--- config.mk ---
export PLATFORM = sky130hd
export DESIGN_NAME = thermostat_menu_controller_flat
export DESIGN_NICKNAME = d
export VERILOG_FILES = /design/src/hw/rtl/tmc_pkg.sv /design/src/hw/rtl/tmc_tick_if.sv /design/src/hw/rtl/tmc_result_if.sv /design/src/hw/rtl/tmc_button.sv /design/src/hw/rtl/thermostat_menu_controller.sv /design/src/flat_wrapper.sv
export SDC_FILE = /design/constraint.sdc
export NUM_CORES = 1
export LEC_CHECK = 0
export BUFFER_PORTS_ARGS = -buffer_cell sky130_fd_sc_hd__buf_4
export CORE_UTILIZATION = 29
export DETAILED_ROUTE_END_ITERATION = 16
export MAX_ROUTING_LAYER = met4
export PLACE_DENSITY = 0.43
export SLEW_MARGIN = 0
export SYNTH_ARGS = -nofsm -noshare
export SYNTH_HDL_FRONTEND = slang
export SYNTH_SLANG_ARGS = --single-unit
--- constraint.sdc ---
create_clock -name i_clk -period 8.5 [get_ports i_clk]
set_input_delay 0 -clock i_clk [delete_from_list [all_inputs] [get_ports i_clk]]
set_output_delay 0 -clock i_clk [all_outputs]
set_load 0.01 [all_outputs]
--- src/hw/rtl/tmc_pkg.sv ---
// Shared constants and types for the thermostat menu controller.
`timescale 1ns / 1ps

package tmc_pkg;

    localparam int ADC_BITS   = 10;
    localparam int TIMER_BITS = 8;
    localparam int WAIT_BITS  = 8;
    localparam int LIMIT_BITS = 7;
    localparam int MENU_BITS  = 3;

    localparam int CFG_IDX_BITS  = 1;
    localparam int CFG_DATA_BITS = WAIT_BITS;

    localparam logic [CFG_IDX_BITS-1:0] REG_BUTTON_WAIT = 1'd0;
    localparam logic [CFG_IDX_BITS-1:0] REG_BACK_WAIT   = 1'd1;

    localparam logic [WAIT_BITS-1:0] BUTTON_WAIT_RST = 8'd29;
    localparam logic [WAIT_BITS-1:0] BACK_WAIT_RST   = 8'd5;

    localparam logic [LIMIT_BITS-1:0] LIMIT_MAX = 7'd99;
    localparam logic [TIMER_BITS-1:0] TIMER_MAX = {TIMER_BITS{1'b1}};

    // Full scale: 1023 counts equal 500 degrees
    localparam int FULL_SCALE_DEG = 500;
    localparam int FULL_SCALE_CNT = 1023;
    localparam int SCALED_BITS = (ADC_BITS + 9 > LIMIT_BITS + 10) ? ADC_BITS + 9
                                                                  : LIMIT_BITS + 10;

    typedef struct packed {
        logic                  relay_high;
        logic                  relay_low;
        logic [MENU_BITS-1:0]  menu_state;
        logic [LIMIT_BITS-1:0] high_setpoint;
        logic [LIMIT_BITS-1:0] low_setpoint;
        logic                  screen_clear;
    } t_result;

endpackage

--- src/hw/rtl/tmc_tick_if.sv ---
// Input channel: one tick carrying button levels and a temperature sample.
`timescale 1ns / 1ps

interface tmc_tick_if;
    import tmc_pkg::*;

    logic                valid;
    logic                ready;
    logic                up_button_n;
    logic                down_button_n;
    logic                back_button_n;
    logic [ADC_BITS-1:0] adc_sample;

    modport source (
        output valid, up_button_n, down_button_n, back_button_n, adc_sample,
        input  ready
    );
    modport sink (
        input  valid, up_button_n, down_button_n, back_button_n, adc_sample,
        output ready
    );
endinterface

--- src/hw/rtl/tmc_result_if.sv ---
// Output channel: relay drives, menu state and setpoints after each tick.
`timescale 1ns / 1ps

interface tmc_result_if;
    import tmc_pkg::*;

    logic                  valid;
    logic                  ready;
    logic                  relay_high;
    logic                  relay_low;
    logic [MENU_BITS-1:0]  menu_state;
    logic [LIMIT_BITS-1:0] high_setpoint;
    logic [LIMIT_BITS-1:0] low_setpoint;
    logic                  screen_clear;

    modport source (
        output valid, relay_high, relay_low, menu_state, high_setpoint,
               low_setpoint, screen_clear,
        input  ready
    );
    modport sink (
        input  valid, relay_high, relay_low, menu_state, high_setpoint,
               low_setpoint, screen_clear,
        output ready
    );
endinterface

--- src/hw/rtl/tmc_button.sv ---
// Button qualifier: press flag and saturating tick timer for one button.
`timescale 1ns / 1ps

module tmc_button (
    input  logic                           i_clk,
    input  logic                           i_rst_n,
    input  logic                           i_step,
    input  logic                           i_check,
    input  logic                           i_pressed,
    input  logic [tmc_pkg::WAIT_BITS-1:0]  i_wait,
    output logic                           o_fire
);
    import tmc_pkg::*;

    logic                  r_flag;
    logic [TIMER_BITS-1:0] r_timer;
    logic                  n_flag;
    logic [TIMER_BITS-1:0] n_timer;
    logic [TIMER_BITS-1:0] w_timer_inc;
    logic                  w_expired;

    assign w_timer_inc = (r_timer == TIMER_MAX) ? r_timer : r_timer + 1'b1;
    // Timer and wait are compared at the sum of the two widths
    assign w_expired = ((TIMER_BITS + WAIT_BITS)'(w_timer_inc) >
                        (TIMER_BITS + WAIT_BITS)'(i_wait));

    always_comb begin
        n_flag  = r_flag;
        n_timer = w_timer_inc;
        o_fire  = 1'b0;
        if (i_check) begin
            if (!r_flag) begin
                if (i_pressed) begin
                    n_flag  = 1'b1;
                    n_timer = '0;
                end
            end else if (w_expired) begin
                if (i_pressed) begin
                    n_timer = '0;
                end else begin
                    n_flag = 1'b0;
                    o_fire = 1'b1;
                end
            end
        end
    end

    always_ff @(posedge i_clk) begin
        if (!i_rst_n) begin
            r_flag  <= 1'b0;
            r_timer <= '0;
        end else if (i_step) begin
            r_flag  <= n_flag;
            r_timer <= n_timer;
        end
    end
endmodule

--- src/hw/rtl/thermostat_menu_controller.sv ---
// Top level: menu sequencer, setpoints, relay compare and result queue.
//
//  channel   | dir | handshake          | payload
//  ----------+-----+--------------------+-----------------------------------------
//  i_tick    | in  | valid/ready        | up/down/back button levels, adc_sample
//  o_result  | out | valid/ready        | relays, menu_state, setpoints, clear
//  i_cfg_*   | in  | write enable only  | index 0 button_wait, 1 back_wait
//
// One tick per cycle while i_tick.ready is high: a tick is processed in the cycle it
// is accepted; its result is registered into the output register, or the skid if full.
// A two-entry result queue (output register plus skid) keeps i_tick.ready high
// while one result waits; ready drops only when both entries are full.
// Synchronous active-low reset clears menu, buttons, setpoints, relays, queue.
`timescale 1ns / 1ps

module thermostat_menu_controller (
    input  logic                               i_clk,
    input  logic                               i_rst_n,
    tmc_tick_if.sink                           i_tick,
    tmc_result_if.source                       o_result,
    input  logic                               i_cfg_we,
    input  logic [tmc_pkg::CFG_IDX_BITS-1:0]   i_cfg_idx,
    input  logic [tmc_pkg::CFG_DATA_BITS-1:0]  i_cfg_data
);
    import tmc_pkg::*;

    typedef enum logic [MENU_BITS-1:0] {
        M_MAIN      = 3'd0,
        M_TEMP      = 3'd1,
        M_SETPOINTS = 3'd2,
        M_EDIT_HIGH = 3'd3,
        M_EDIT_LOW  = 3'd4
    } t_menu;

    t_menu                 r_menu, n_menu;
    logic [LIMIT_BITS-1:0] r_high, n_high;
    logic [LIMIT_BITS-1:0] r_low, n_low;
    logic                  r_relay_high, n_relay_high;
    logic                  r_relay_low, n_relay_low;
    logic                  n_clear;
    logic [WAIT_BITS-1:0]  r_button_wait;
    logic [WAIT_BITS-1:0]  r_back_wait;

    t_result               r_out, r_skid, n_result;
    logic                  r_out_v, r_skid_v;

    logic                  w_accept, w_pop;
    logic                  w_chk_up, w_chk_down, w_chk_back;
    logic                  w_fire_up, w_fire_down, w_fire_back;
    logic [SCALED_BITS-1:0] w_scaled, w_high_scaled, w_low_scaled;
    logic [LIMIT_BITS-1:0] w_lim;

    assign i_tick.ready = !r_skid_v;
    assign w_accept     = i_tick.valid && !r_skid_v;
    assign w_pop        = r_out_v && o_result.ready;

    // Which buttons the current menu listens to
    always_comb begin
        w_chk_up   = 1'b1;
        w_chk_down = 1'b1;
        w_chk_back = 1'b1;
        case (r_menu)
            M_TEMP: begin
                w_chk_up   = 1'b0;
                w_chk_down = 1'b0;
            end
            M_SETPOINTS, M_EDIT_HIGH, M_EDIT_LOW: begin
            end
            default: begin
                w_chk_back = 1'b0;
            end
        endcase
    end

    tmc_button u_btn_up (
        .i_clk     (i_clk),
        .i_rst_n   (i_rst_n),
        .i_step    (w_accept),
        .i_check   (w_chk_up),
        .i_pressed (!i_tick.up_button_n),
        .i_wait    (r_button_wait),
        .o_fire    (w_fire_up)
    );

    tmc_button u_btn_down (
        .i_clk     (i_clk),
        .i_rst_n   (i_rst_n),
        .i_step    (w_accept),
        .i_check   (w_chk_down),
        .i_pressed (!i_tick.down_button_n),
        .i_wait    (r_button_wait),
        .o_fire    (w_fire_down)
    );

    tmc_button u_btn_back (
        .i_clk     (i_clk),
        .i_rst_n   (i_rst_n),
        .i_step    (w_accept),
        .i_check   (w_chk_back),
        .i_pressed (!i_tick.back_button_n),
        .i_wait    (r_back_wait),
        .o_fire    (w_fire_back)
    );

    // sample*500 against limit*1023, exact integer compare
    assign w_scaled      = SCALED_BITS'(i_tick.adc_sample) * SCALED_BITS'(FULL_SCALE_DEG);
    assign w_high_scaled = SCALED_BITS'(r_high) * SCALED_BITS'(FULL_SCALE_CNT);
    assign w_low_scaled  = SCALED_BITS'(r_low) * SCALED_BITS'(FULL_SCALE_CNT);

    always_comb begin
        n_menu       = r_menu;
        n_high       = r_high;
        n_low        = r_low;
        n_relay_high = r_relay_high;
        n_relay_low  = r_relay_low;
        n_clear      = 1'b0;
        w_lim        = (r_menu == M_EDIT_HIGH) ? r_high : r_low;
        case (r_menu)
            M_TEMP: begin
                n_relay_high = 1'b0;
                n_relay_low  = 1'b0;
                if (r_high != '0 && w_scaled > w_high_scaled) begin
                    n_relay_high = 1'b1;
                end else if (r_low != '0 && w_scaled < w_low_scaled) begin
                    n_relay_low = 1'b1;
                end
                if (w_fire_back) begin
                    n_menu  = M_MAIN;
                    n_clear = 1'b1;
                end
            end
            M_SETPOINTS: begin
                // later buttons override earlier ones
                if (w_fire_up) begin
                    n_menu  = M_EDIT_HIGH;
                    n_clear = 1'b1;
                end
                if (w_fire_down) begin
                    n_menu  = M_EDIT_LOW;
                    n_clear = 1'b1;
                end
                if (w_fire_back) begin
                    n_menu  = M_MAIN;
                    n_clear = 1'b1;
                end
            end
            M_EDIT_HIGH, M_EDIT_LOW: begin
                if (w_fire_up) begin
                    w_lim = (w_lim >= LIMIT_MAX) ? LIMIT_MAX : w_lim + 1'b1;
                end
                if (w_fire_down) begin
                    w_lim = (w_lim == '0) ? '0 : w_lim - 1'b1;
                end
                if (r_menu == M_EDIT_HIGH) begin
                    n_high = w_lim;
                end else begin
                    n_low = w_lim;
                end
                if (w_fire_back) begin
                    n_menu  = M_SETPOINTS;
                    n_clear = 1'b1;
                end
            end
            default: begin
                n_menu = M_MAIN;
                if (w_fire_up) begin
                    n_menu  = M_TEMP;
                    n_clear = 1'b1;
                end
                if (w_fire_down) begin
                    n_menu  = M_SETPOINTS;
                    n_clear = 1'b1;
                end
            end
        endcase
    end

    always_comb begin
        n_result.relay_high    = n_relay_high;
        n_result.relay_low     = n_relay_low;
        n_result.menu_state    = n_menu;
        n_result.high_setpoint = n_high;
        n_result.low_setpoint  = n_low;
        n_result.screen_clear  = n_clear;
    end

    always_ff @(posedge i_clk) begin
        if (!i_rst_n) begin
            r_menu        <= M_MAIN;
            r_high        <= '0;
            r_low         <= '0;
            r_relay_high  <= 1'b0;
            r_relay_low   <= 1'b0;
            r_button_wait <= BUTTON_WAIT_RST;
            r_back_wait   <= BACK_WAIT_RST;
        end else begin
            if (w_accept) begin
                r_menu       <= n_menu;
                r_high       <= n_high;
                r_low        <= n_low;
                r_relay_high <= n_relay_high;
                r_relay_low  <= n_relay_low;
            end
            if (i_cfg_we) begin
                case (i_cfg_idx)
                    REG_BUTTON_WAIT: r_button_wait <= i_cfg_data;
                    REG_BACK_WAIT:   r_back_wait   <= i_cfg_data;
                    default: begin
                    end
                endcase
            end
        end
    end

    // Result queue: output register with one skid entry behind it
    always_ff @(posedge i_clk) begin
        if (!i_rst_n) begin
            r_out_v  <= 1'b0;
            r_skid_v <= 1'b0;
        end else begin
            if (w_accept && (!r_out_v || w_pop)) begin
                r_out_v <= 1'b1;
            end else if (w_accept) begin
                r_skid_v <= 1'b1;
            end else if (w_pop) begin
                r_out_v  <= r_skid_v;
                r_skid_v <= 1'b0;
            end
        end
    end

    always_ff @(posedge i_clk) begin
        if (w_accept && (!r_out_v || w_pop)) begin
            r_out <= n_result;
        end else if (w_accept) begin
            r_skid <= n_result;
        end else if (w_pop && r_skid_v) begin
            r_out <= r_skid;
        end
    end

    assign o_result.valid         = r_out_v;
    assign o_result.relay_high    = r_out.relay_high;
    assign o_result.relay_low     = r_out.relay_low;
    assign o_result.menu_state    = r_out.menu_state;
    assign o_result.high_setpoint = r_out.high_setpoint;
    assign o_result.low_setpoint  = r_out.low_setpoint;
    assign o_result.screen_clear  = r_out.screen_clear;
endmodule

--- src/flat_wrapper.sv ---
// flat-port wrapper written by rule: the top's interface ports become plain ports
module thermostat_menu_controller_flat import tmc_pkg::*;
  (i_clk, i_rst_n, i_cfg_we, i_cfg_idx, i_cfg_data, i_tick_valid, i_tick_up_button_n, i_tick_down_button_n, i_tick_back_button_n, i_tick_adc_sample, i_tick_ready, o_result_valid, o_result_relay_high, o_result_relay_low, o_result_menu_state, o_result_high_setpoint, o_result_low_setpoint, o_result_screen_clear, o_result_ready);
  tmc_tick_if i_tick_i ();
  tmc_result_if o_result_i ();
  input  logic i_clk;
  input  logic i_rst_n;
  input  logic i_cfg_we;
  input  logic [tmc_pkg::CFG_IDX_BITS-1:0] i_cfg_idx;
  input  logic [tmc_pkg::CFG_DATA_BITS-1:0] i_cfg_data;
  input wire logic [$bits(i_tick_i.valid)-1:0] i_tick_valid;
  input wire logic [$bits(i_tick_i.up_button_n)-1:0] i_tick_up_button_n;
  input wire logic [$bits(i_tick_i.down_button_n)-1:0] i_tick_down_button_n;
  input wire logic [$bits(i_tick_i.back_button_n)-1:0] i_tick_back_button_n;
  input wire logic [$bits(i_tick_i.adc_sample)-1:0] i_tick_adc_sample;
  output wire logic [$bits(i_tick_i.ready)-1:0] i_tick_ready;
  output wire logic [$bits(o_result_i.valid)-1:0] o_result_valid;
  output wire logic [$bits(o_result_i.relay_high)-1:0] o_result_relay_high;
  output wire logic [$bits(o_result_i.relay_low)-1:0] o_result_relay_low;
  output wire logic [$bits(o_result_i.menu_state)-1:0] o_result_menu_state;
  output wire logic [$bits(o_result_i.high_setpoint)-1:0] o_result_high_setpoint;
  output wire logic [$bits(o_result_i.low_setpoint)-1:0] o_result_low_setpoint;
  output wire logic [$bits(o_result_i.screen_clear)-1:0] o_result_screen_clear;
  input wire logic [$bits(o_result_i.ready)-1:0] o_result_ready;
  assign i_tick_i.valid = i_tick_valid;
  assign i_tick_i.up_button_n = i_tick_up_button_n;
  assign i_tick_i.down_button_n = i_tick_down_button_n;
  assign i_tick_i.back_button_n = i_tick_back_button_n;
  assign i_tick_i.adc_sample = i_tick_adc_sample;
  assign i_tick_ready = i_tick_i.ready;
  assign o_result_valid = o_result_i.valid;
  assign o_result_relay_high = o_result_i.relay_high;
  assign o_result_relay_low = o_result_i.relay_low;
  assign o_result_menu_state = o_result_i.menu_state;
  assign o_result_high_setpoint = o_result_i.high_setpoint;
  assign o_result_low_setpoint = o_result_i.low_setpoint;
  assign o_result_screen_clear = o_result_i.screen_clear;
  assign o_result_i.ready = o_result_ready;
  thermostat_menu_controller u_core (.i_clk(i_clk), .i_rst_n(i_rst_n), .i_tick(i_tick_i), .o_result(o_result_i), .i_cfg_we(i_cfg_we), .i_cfg_idx(i_cfg_idx), .i_cfg_data(i_cfg_data));
endmodule
==> results of run 1 <==
-- stage by stage --
stage / total power [W] / util, % / worst slack, ns
floorplan: 0.001387 / - / 2.356
global placement: 0.001650 / 32.00 / 1.841
detailed placement: 0.001658 / 32.00 / 1.780
CTS: 0.002125 / 33.23 / 1.756
global route: 0.002316 / 33.23 / 1.328
finish: 0.002091 / 33.23 / 1.770
-- routing by layer --
| metal | share of wire (%) | track usage [%] | vias to the layer above | wire, µm |
|---|---|---|---|---|
| li1 | - | - | 4476 | - |
| met5 | 0 | - | - | 0 |
| met3 | 2.2 | 1.516 | 20 | 618 |
| met1 | 48 | 18.92 | 4231 | 13170 |
| met2 | 49 | 25.30 | 101 | 13370 |
| met4 | 1.4 | 3.474 | 0 | 384 |
-- layout make-up --
| type | count | area (µm²) |
|---|---|---|
| clock buffers | 9 | 225.2 |
| clock inverters | 7 | 88.84 |
| fillers | 3969 | 25270 |
| inverters | 169 | 634.4 |
| multi-input cells | 953 | 7950 |
| flip-flops and latches | 104 | 2482 |
| well taps | 511 | 639.4 |
| repair buffers | 69 | 555.5 |
-- sequential cells by signal, summed over array words and instances (netlist names), 3 cells and up --
register,flops
u_core.r_menu,3
u_core.r_skid,20
u_core.o_result.low_setpoint,7
u_core.o_result.high_setpoint,7
u_core.u_btn_back.r_timer,8
u_core.o_result.menu_state,3
u_core.r_back_wait,8
u_core.r_low,7
u_core.u_btn_down.r_timer,8
u_core.r_button_wait,8
u_core.u_btn_up.r_timer,8
u_core.r_high,7
-- placed cells by master (no fill, tap or decap), types with 15 or more instances in the layout --
cell type and count:
ha_1 177, inv_1 168, nand2_1 111, nor2_1 87
a21oi_1 82, fa_1 72, dfxtp_1 64, buf_4 54
o21ai_0 48, edfxtp_1 40, xnor2_1 36, nand3_1 28
a22oi_1 26, nor3_1 21, mux2_2 21, xor2_1 18
nand4_1 17, dlygate4sd3_1 15
-- what timing repair did --
item                                   CTS  global route
hold buffers                            15             0
setup buffers                            0             0
endpoints found under the hold margin   21             0
gates resized for setup                  0             0
-- cells by family after synthesis --
logic type / synth area share (%)
buffers and inverters: 6.704
AOI/OAI and AO/OA: 15.94
adders and majority gates: 32.88
xor gates and xnor gates: 4.231
muxes: 3.593
DFF: 22.20
and+or+nand+nor: 14.45
-- worst paths after layout --
path | startpoint | endpoint | slack (ns)
min | i_cfg_we | u_core.r_button_wait[5] | 0.05
min reg2reg | u_core.r_button_wait[6] | u_core.r_button_wait[6] | 0.46
max | u_core.r_high[5] | u_core.o_result.relay_high | 1.77
max reg2reg | u_core.r_high[5] | u_core.o_result.relay_high | 1.77
-- power by group through the flow --
stage | clock, W | sequential (W) | combinational (W)
after floorplan | 0 | 0.000559 | 0.000828
after global placement | 0 | 0.000558 | 0.00109
after detailed placement | 0 | 0.000558 | 0.00110
after CTS | 0.000465 | 0.000546 | 0.00111
after global routing | 0.000482 | 0.000549 | 0.00129
final | 0.000451 | 0.000546 | 0.00109
-- worst max-delay path, delay by kind of cell, from the launching register on --
| kind | cells | cell delay (ns) |
|---|---|---|
| AND/OR/NAND/NOR | 6 | 0.98 |
| multiplexers | 1 | 0.29 |
| adder cells (fa/ha/maj) | 7 | 2.68 |
| buffers and inverters | 2 | 0.29 |
| XOR/XNOR | 2 | 0.31 |
| AO/OA/AOI/OAI | 7 | 1.39 |
| flip-flops | 1 | 0.52 |
==> reports/qor.csv, run 1 <==
stage;metric;value;unit
logic_synthesis;top-area cell type share of the netlist area;19.81;%
placement;I/O Buffers;48;
power;clock network power share;21.6;%
finish;Final Instance Count excl. Fillers;1822;
clock_tree;CTS buffer count;9;
critical_path;startpoint type of the worst setup path;flip-flop;
critical_path;Crit Path Max Fanout;9;
critical_path;Crit path largest cell delay;0.53;ns
sta;crit path time final;6.730;ns
critical_path;CP arrival;6.85;ns
finish;Final Instance Area;12580;µm²
placement;RePlAce Congestion;0.8241;
hold_path;Hold Path Depth;4;
power;power density cells;166.3;nW/µm²
die;Core ar.;37840;µm²
drt;final wirelength;27.54;mm
sta;clk_skew;0.01541;ns
logic_synthesis;register area share after synthesis;22.20;%
drt;Final ANT Viol Nets;0;
status;status;completed;
power;Int Power;0.001233;W
die;Die Height;198.3;µm
clock_tree;H-tree depth;3;
critical_path;WP data required;8.62;ns
finish;# diodes;0;
logic_synthesis;EDFF count, synth;40;
logic_synthesis;Syn Area/Cell;8.915;µm²
placement;Placed Area;12110;µm²
die;initial core utilization;29.54;%
logic_synthesis;FFs w/ async S/R, synth;0;%
finish;nets;1582;
placement;Post-DP HPWL;22.30;mm
power;Psw;0.0008581;W
logic_synthesis;Yosys top cell by area;ha_1;
sta;Slew headroom;32.70;%
sta;final hold vios;0;
logic_synthesis;Synth Net Count;1530;
grt;GRT overflow;0;
logic_synthesis;top cells by area, synth;ha_1 20%, fa_1 13%, dfxtp_1 11%;
logic_synthesis;synth warn;0;
sta;WHS;0.05207;ns
sta;fin crit share;79.17;%
logic_synthesis;Post-Synthesis Cells;1254;
sta;Pins Over Slew Limit;0;
drt;Initial DRC Count;392;
grt;largest net degree at the start of global routing;47;
die;# rows;71;
clock_tree;Sink Count;104;
grt;vias in the first global route;8716;
sta;RSZ-0062 raised after global routing;no;
sta;Setup Viol. Count Final;0;
clock_tree;deepest clock path buffer count;2;
power;sw frac;41.04;%
clock_tree;Worst-path clk slew;0.09;ns
placement;placed cell count;1791;
die;io pins;49;
die;Total Die Area;39340;µm²
grt;gr usage total;14.89;%
finish;area grow syn2layout;12.49;%
clock_tree;CTS Root Cell;clkbuf_16;
clock_tree;worst-skew pair later-pin latency;0.37;ns
clock_tree;CTS tree;yes;
drt;routed length per placed instance;15.11;µm
finish;share of layout cells above drive strength 1;8.696;%
drt;# DRC;0;
power;Combinational Power Share;52.3;%
critical_path;Critical Setup Path Class;flip-flop to flip-flop;
logic_synthesis;dominant synthesized flop cell;dfxtp_1;
critical_path;critical path's slowest cell;fa_1;
power;Lkg Pwr;5.618;nW
logic_synthesis;Mapped Area;11180;µm²
logic_synthesis;most frequent cell after synthesis;ha_1;
sta;setup TNS;0;ns
critical_path;worst r2r path cells;25;
drt;routed vias/inst;4.845;
die;Die W;198.3;µm
critical_path;endpoint class of the critical path;flip-flop;
drt;drt first pass iters;4;
grt;initial antenna violation count;0;
grt;first-pass GRT wire length;45.03;mm
flow_run;max_cap viols;0;
drt;Via Count;8828;
hold_path;Hold/Removal Path Class;input port to flip-flop;
power;sequential share of power;26.1;%
logic_synthesis;Yosys reg bits;104;
logic_synthesis;Synth top cells by count;177 x ha_1, 168 x inv_1, 111 x nand2_1;
sta;Least-Margin Pin Slew;1.008;ns
power;Max rail drop VDD;0.1096;mV
sta;Max Fclk;148.6;MHz
logic_synthesis;Distinct cells, synth;73;
(Power assumes the default switching activity.)
==> inputs of run 2 (changes only) <==
- clock period: 8.5 -> 6.9 ns (I/O delays scaled with it)
==> run 2 against run 1 <==
  * Non-clock buffer count rose by 14
  * Flip-flop and latch count did not move
  * Largest cell class unchanged
  * Combinational power rose by 23%
  * Final cell count rose by 0.77%
  * Setup slack got worse by 1.3 ns
  * Power rose by 23%
  * Sequential share of layout area fell by 0.18 points
  * Worst hold slack improved by 0.0036 ns
==> reports/qor.csv, run 2 (same netlist as run 1, synthesis figures left out) <==
stage;metric;value;unit;change
status;status;completed;;
power;sw frac;40.78;%;-0.25 points
power;clock network power share;21.5;%;about the same
drt;Via Count;8799;;-0.33%
placement;Post-DP HPWL;22.62;mm;+1.4%
sta;Pins Over Slew Limit;0;;unchanged
power;Combinational Power Share;52.3;%;about the same
power;Lkg Pwr;5.689;nW;+1.3%
clock_tree;deepest clock path buffer count;2;;unchanged
drt;Final ANT Viol Nets;0;;unchanged
drt;routed vias/inst;4.792;;-1.1%
clock_tree;H-tree depth;3;;unchanged
sta;Slew headroom;29.74;%;-3.0 points
die;Total Die Area;39340;µm²;unchanged
critical_path;CP arrival;6.59;ns;-0.26 ns
finish;Final Instance Area;12690;µm²;+0.91%
die;Die Height;198.3;µm;unchanged
drt;Initial DRC Count;407;;+3.8%
clock_tree;worst-skew pair later-pin latency;0.37;ns;about the same
hold_path;Hold/Removal Path Class;input port to flip-flop;;
critical_path;Critical Setup Path Class;flip-flop to flip-flop;;
sta;Least-Margin Pin Slew;1.053;ns;+0.04432 ns
drt;drt first pass iters;4;;unchanged
placement;I/O Buffers;48;;unchanged
sta;Setup Viol. Count Final;0;;unchanged
finish;max reg flops;20;;unchanged
sta;clk_skew;0.01299;ns;-0.002420 ns
drt;final wirelength;27.50;mm;-0.15%
clock_tree;CTS tree;yes;;
sta;final hold vios;0;;unchanged
grt;grt peak-use layer;met2;;
drt;# DRC;0;;unchanged
finish;nets;1596;;+0.88%
critical_path;startpoint type of the worst setup path;flip-flop;;
clock_tree;CTS Root Cell;clkbuf_16;;
finish;commonest non-fill, non-tap cell in the layout;ha_1;;
grt;first-pass GRT wire length;45.98;mm;+2.1%
power;Psw;0.001047;W;+22%
power;power density cells;202.3;nW/µm²;+22%
critical_path;RR Startpoint;u_core.r_high[4];;
power;Int Power;0.001520;W;+23%
critical_path;Crit Path Max Fanout;4;;-5
sta;setup TNS;0;ns;unchanged
placement;Placed Area;12200;µm²;+0.74%
power;Max rail drop VDD;0.1187;mV;+8.3%
sta;Max Fclk;154.6;MHz;+4.1%
grt;largest net degree at the start of global routing;47;;unchanged
grt;GRT overflow;0;;unchanged
power;sequential share of power;26.2;%;about the same
critical_path;crit path to;u_core.o_result.relay_high;;
finish;Util after Layout;33.53;%;+0.30 points
grt;GRT met1 Usage;19.31;%;+0.39 points
die;Core ar.;37840;µm²;unchanged
sta;crit path time final;6.466;ns;-0.2630 ns
critical_path;WP data required;7.03;ns;-1.59 ns
critical_path;endpoint class of the critical path;flip-flop;;
die;Die W;198.3;µm;unchanged
sta;RSZ-0062 raised after global routing;no;;
grt;met2 usage;25.96;%;+0.66 points
critical_path;reg-to-reg endpoint;u_core.o_result.relay_high;;
finish;share of layout cells above drive strength 1;9.585;%;+0.89 points
critical_path;FF-to-FF setup slack;0.43;ns;-1.34 ns
finish;Biggest register;u_core.r_skid;;
grt;grt met3 use;1.294;%;-0.22 points
critical_path;worst r2r path cells;25;;unchanged
grt;gr usage total;15.14;%;+0.25 points
die;io pins;49;;unchanged
critical_path;Worst Setup SP;u_core.r_high[4];;
placement;RePlAce Congestion;0.8287;;+0.56%
drt;routed length per placed instance;14.98;µm;-0.91%
finish;# diodes;0;;unchanged
clock_tree;Sink Count;104;;unchanged
clock_tree;Worst-path clk slew;0.09;ns;about the same
finish;area grow syn2layout;13.51;%;
flow_run;max_cap viols;0;;unchanged
grt;vias in the first global route;8977;;+3.0%
clock_tree;CTS buffer count;9;;unchanged
die;initial core utilization;29.54;%;unchanged
finish;most frequent cells in the layout;177 x ha_1, 168 x inv_1, 111 x nand2_1;;
sta;fin crit share;93.72;%;+15 points
die;# rows;71;;unchanged
grt;initial antenna violation count;0;;unchanged
[run 2: changes by cell type in the layout (fill, tap and decap cells not counted), sizes merged]
cell         before  now
buf              54   66
dlygate4sd3      15   17
[run 2: worst min path at each step]
| stage | from | end | slack [ns] | cells past startpoint |
|---|---|---|---|---|
| 3_5_place_dp | o_result_ready | u_core.r_skid_v | 0.21 | 2 |
| 3_3_place_gp | o_result_ready | u_core.r_skid_v | 0.21 | 2 |
| 2_1_floorplan | o_result_ready | u_core.r_skid_v | 0.10 | 1 |
| 6_report | i_cfg_idx | u_core.r_button_wait[1] | 0.06 | 4 |
| 4_1_cts | i_cfg_idx | u_core.r_button_wait[1] | 0.05 | 4 |
| 5_1_grt | i_cfg_idx | u_core.r_button_wait[1] | 0.1 | 4 |
[run 2: what timing repair did]
action	in CTS	in global routing
buffers inserted	0	0
endpoints found under the hold margin	21	0
gates resized for setup	0	2
hold buffers	17	0
setup endpoints to repair	0	2
[run 2: power groups by stage]
stage / Clock (W) / Sequential [W] / Combinational, W
2_1_floorplan: 0 / 0.000689 / 0.00102
6_report: 0.000552 / 0.000672 / 0.00134
4_1_cts: 0.000569 / 0.000673 / 0.00138
3_5_place_dp: 0 / 0.000688 / 0.00136
5_1_grt: 0.000589 / 0.000676 / 0.00159
3_3_place_gp: 0 / 0.000687 / 0.00134
[run 2: area by class of cell]
class | count | area [µm²]
fill | 4048 | 25150
timing repair buffer | 83 | 665.6
clock inverter | 7 | 88.84
inverter | 169 | 634.4
sequential | 104 | 2482
clock buffer | 9 | 225.2
multi-input combinational | 953 | 7954
tap | 511 | 639.4
[run 2: critical path, stage by stage, from the launching register on]
cell and delay [ns]:
dfxtp_1 0.33, fa_1 0.60, inv_1 0.14, fa_1 0.55, inv_1 0.05, fa_1 0.49, inv_1 0.05, fa_1 0.49
inv_1 0.04, ha_1 0.34, and2_1 0.17, o21ai_0 0.26, nand2_1 0.09, nor2_1 0.16, o21bai_1 0.08, a21oi_1 0.17
xnor2_1 0.14, ha_1 0.26, and4_1 0.22, a221o_1 0.29, a211oi_1 0.21, nor2_1 0.08, maj3_1 0.37, o21ai_1 0.20
o21ai_0 0.14, mux2_2 0.29
[run 2: layer usage]
metal / routed length, µm / share of wire, %
met2: 13670 / 50
met4: 291 / 1.1
met1: 13160 / 48
met5: 0 / 0
met3: 376 / 1.4
[run 2: stage by stage]
stage | setup slack, ns | cells | power (W) | hold WS (ns)
global placement | 0.4201 | 1803 | 0.002023 | 0.2092
detailed placement | 0.3132 | 1803 | 0.002046 | 0.2135
global route | 0.03580 | 1836 | 0.002852 | 0.09942
floorplan | 0.7558 | 1254 | 0.001709 | 0.1001
finish | 0.4335 | 1836 | 0.002568 | 0.05565
CTS | 0.2977 | 1836 | 0.002619 | 0.04904
==> inputs of run 3 (changes only) <==
--- a/config.mk
+++ b/config.mk
@@ -11,4 +11,5 @@
 export MAX_ROUTING_LAYER = met4
 export PLACE_DENSITY = 0.43
+export RECOVER_POWER = 50
 export SLEW_MARGIN = 0
 export SYNTH_ARGS = -nofsm -noshare
==> constraint.sdc (replaced) <==
create_clock -name i_clk -period 6.9 [get_ports i_clk]
set_input_delay 0.69 -clock i_clk [delete_from_list [all_inputs] [get_ports i_clk]]
set_output_delay 0.69 -clock i_clk [all_outputs]
set_load 0.01 [all_outputs]
==> run 3 against run 2 <==
  * Register-to-register slack got worse by 0.04 ns
  * Combinational power barely moved
  * Worst hold slack improved by 0.40 ns
  * Maximum frequency fell by 0.56%
  * Power fell by 0.44%
  * Setup slack got worse by 0.036 ns
  * Sequential power barely moved
  * Routed wire length barely moved
  * Global-route usage barely moved
  * Flip-flop and latch count did not move
  * The run now ends with max-capacitance violations, max-slew violations left
==> reports/qor.csv, run 3 (same netlist as run 1, synthesis figures left out) <==
stage;metric;value;unit;change
status;status;finished with violations;;
status;failing checks;max-capacitance violations, max-slew violations;;
sta;Least-Margin Pin Slew;2.175;ns;+1.122 ns
clock_tree;Worst-path clk slew;0.08;ns;about the same
power;power density cells;205.5;nW/µm²;+1.5%
hold_path;min-delay src;u_core.r_button_wait[1];;
grt;largest net degree at the start of global routing;47;;unchanged
drt;Via Count;8766;;-0.38%
hold_path;Hold/Removal Path Class;flip-flop to flip-flop;;
placement;RePlAce Congestion;0.7887;;-4.8%
sta;Max Fclk;153.8;MHz;-0.56%
sta;final hold vios;0;;unchanged
finish;Biggest register;u_core.r_skid;;
critical_path;Critical Setup Path Class;flip-flop to flip-flop;;
clock_tree;CTS tree;yes;;
drt;Final ANT Viol Nets;0;;unchanged
clock_tree;CTS buffer count;9;;unchanged
drt;routed vias/inst;4.811;;+0.39%
sta;WHS;0.4582;ns;+0.4025 ns
placement;Post-DP HPWL;22.46;mm;-0.71%
finish;Util after Layout;32.87;%;-0.66 points
finish;area grow syn2layout;11.28;%;
die;Die W;198.3;µm;unchanged
sta;Setup Viol. Count Final;0;;unchanged
die;io pins;49;;unchanged
finish;share of layout cells above drive strength 1;7.780;%;-1.8 points
finish;max reg flops;20;;unchanged
drt;final wirelength;27.47;mm;about the same
grt;grt met3 use;1.652;%;+0.36 points
sta;setup TNS;0;ns;unchanged
clock_tree;H-tree depth;3;;unchanged
clock_tree;CTS Hold Bufs;0;;-17
sta;clk_skew;0.007239;ns;-0.005755 ns
clock_tree;CTS Root Cell;clkbuf_16;;
placement;I/O Buffers;48;;unchanged
sta;Slew headroom;-45.01;%;-75 points
power;Max rail drop VDD;0.1578;mV;+33%
flow_run;max_cap viols;3;;+3
finish;Final Instance Area;12440;µm²;-2.0%
die;Core ar.;37840;µm²;unchanged
critical_path;Crit Path Max Fanout;4;;unchanged
grt;grt peak-use layer;met2;;
sta;Pins Over Slew Limit;111;;+111
critical_path;RR Startpoint;u_core.r_high[4];;
power;Lkg Pwr;5.535;nW;-2.7%
finish;# diodes;0;;unchanged
grt;gr usage total;15.14;%;about the same
drt;drt first pass iters;4;;unchanged
drt;# DRC;0;;unchanged
die;initial core utilization;29.54;%;unchanged
die;Total Die Area;39340;µm²;unchanged
grt;met2 usage;25.28;%;-0.69 points
clock_tree;Sink Count;104;;unchanged
critical_path;endpoint class of the critical path;flip-flop;;
sta;fin crit share;94.24;%;+0.53 points
finish;most frequent cells in the layout;177 x ha_1, 169 x inv_1, 111 x nand2_1;;
die;Die Height;198.3;µm;unchanged
grt;vias in the first global route;8840;;-1.5%
die;# rows;71;;unchanged
grt;GRT met1 Usage;19.89;%;+0.58 points
clock_tree;deepest clock path buffer count;2;;unchanged
grt;initial antenna violation count;0;;unchanged
critical_path;worst r2r path cells;25;;unchanged
grt;GRT overflow;0;;unchanged
clock_tree;Setup Buffers After CTS;0;;unchanged
hold_path;Hold Path Depth;2;;-2
grt;first-pass GRT wire length;45.88;mm;-0.22%
critical_path;FF-to-FF setup slack;0.40;ns;-0.04 ns
critical_path;reg-to-reg endpoint;u_core.o_result.relay_high;;
power;Power Total;0.002556;W;-0.44%
critical_path;CP arrival;6.62;ns;+0.03 ns
sta;RSZ-0062 raised after global routing;no;;
drt;routed length per placed instance;15.08;µm;+0.68%
finish;nets;1582;;-0.88%
finish;fillers;4079;;+0.77%
critical_path;WP data required;7.02;ns;about the same
hold_path;Hold EP;u_core.r_button_wait[1];;
placement;Placed Area;12220;µm²;+0.18%
sta;crit path time final;6.503;ns;+0.03627 ns
finish;commonest non-fill, non-tap cell in the layout;ha_1;;
clock_tree;worst-skew pair later-pin latency;0.36;ns;about the same
drt;Initial DRC Count;349;;-14%
critical_path;startpoint type of the worst setup path;flip-flop;;
==> run 3: cell count changes in the layout (fill, tap and decap cells not counted), sizes merged <==
cell,previous run,this run
buf,66,42
dlygate4sd3,17,0
clkbuf,9,36
==> run 3: metal layers <==
metal	vias up	part of all wire, %
li1	4482	-
met1	4190	49
met2	81	48
met5	-	0
met4	0	0.89
met3	13	2.0
==> run 3: how the worst max path moves through the flow <==
stage                               from                         end  slack, ns  depth (start not counted)
floorplan           i_tick_adc_sample[5]  u_core.o_result.relay_high       0.61                         24
global placement    i_tick_adc_sample[4]  u_core.o_result.relay_high       0.14                         25
detailed placement  i_tick_adc_sample[4]  u_core.o_result.relay_high       0.11                         25
CTS                     u_core.r_high[4]  u_core.o_result.relay_high       0.23                         25
global route            u_core.r_high[4]  u_core.o_result.relay_high      0.007                         25
finish                  u_core.r_high[4]  u_core.o_result.relay_high       0.40                         25
==> run 3: worst max-delay path: stages, from the launching register on <==
cell and delay, ns:
dfxtp_1 0.33, fa_1 0.62, inv_1 0.15, fa_1 0.55
inv_1 0.05, fa_1 0.49, inv_1 0.05, fa_1 0.49
inv_1 0.04, ha_1 0.34, and2_1 0.18, o21ai_0 0.27
nand2_1 0.09, nor2_1 0.16, o21bai_1 0.08, a21oi_1 0.17
xnor2_1 0.15, ha_1 0.26, and4_1 0.22, a221o_1 0.32
a211oi_1 0.22, nor2_1 0.07, maj3_1 0.37, o21ai_1 0.19
o21ai_0 0.12, mux2_2 0.28
==> run 3: cell type report <==
type	instances	area (µm²)	share of cell area (%)
tap	511	639.4	5.139
inverter	169	634.4	5.099
clock inverter	7	88.84	0.7141
sequential	104	2482	19.95
timing repair buffer	69	416.7	3.349
multi-input combinational	953	7954	63.93
clock buffer	9	225.2	1.810
==> run 3: metrics by stage <==
step,instances,setup slack [ns]
finish,1822,0.3972
global placement,1806,0.1381
CTS,1822,0.2259
floorplan,1254,0.6083
global route,1822,0.006521
detailed placement,1806,0.1140
==> run 3: where the power goes <==
part	leakage [nW]	total (W)	internal, W	switching, W
logic	4.48	0.00133	0.000581	0.000752
clock network	0.153	0.000551	0.000265	0.000286
registers	0.901	0.000673	0.000661	0.0000122
==> run 3: what timing repair did <==
action,4_1_cts,5_1_grt
setup endpoints to repair,0,2
resized for setup,0,3
endpoints found under the hold margin,0,0
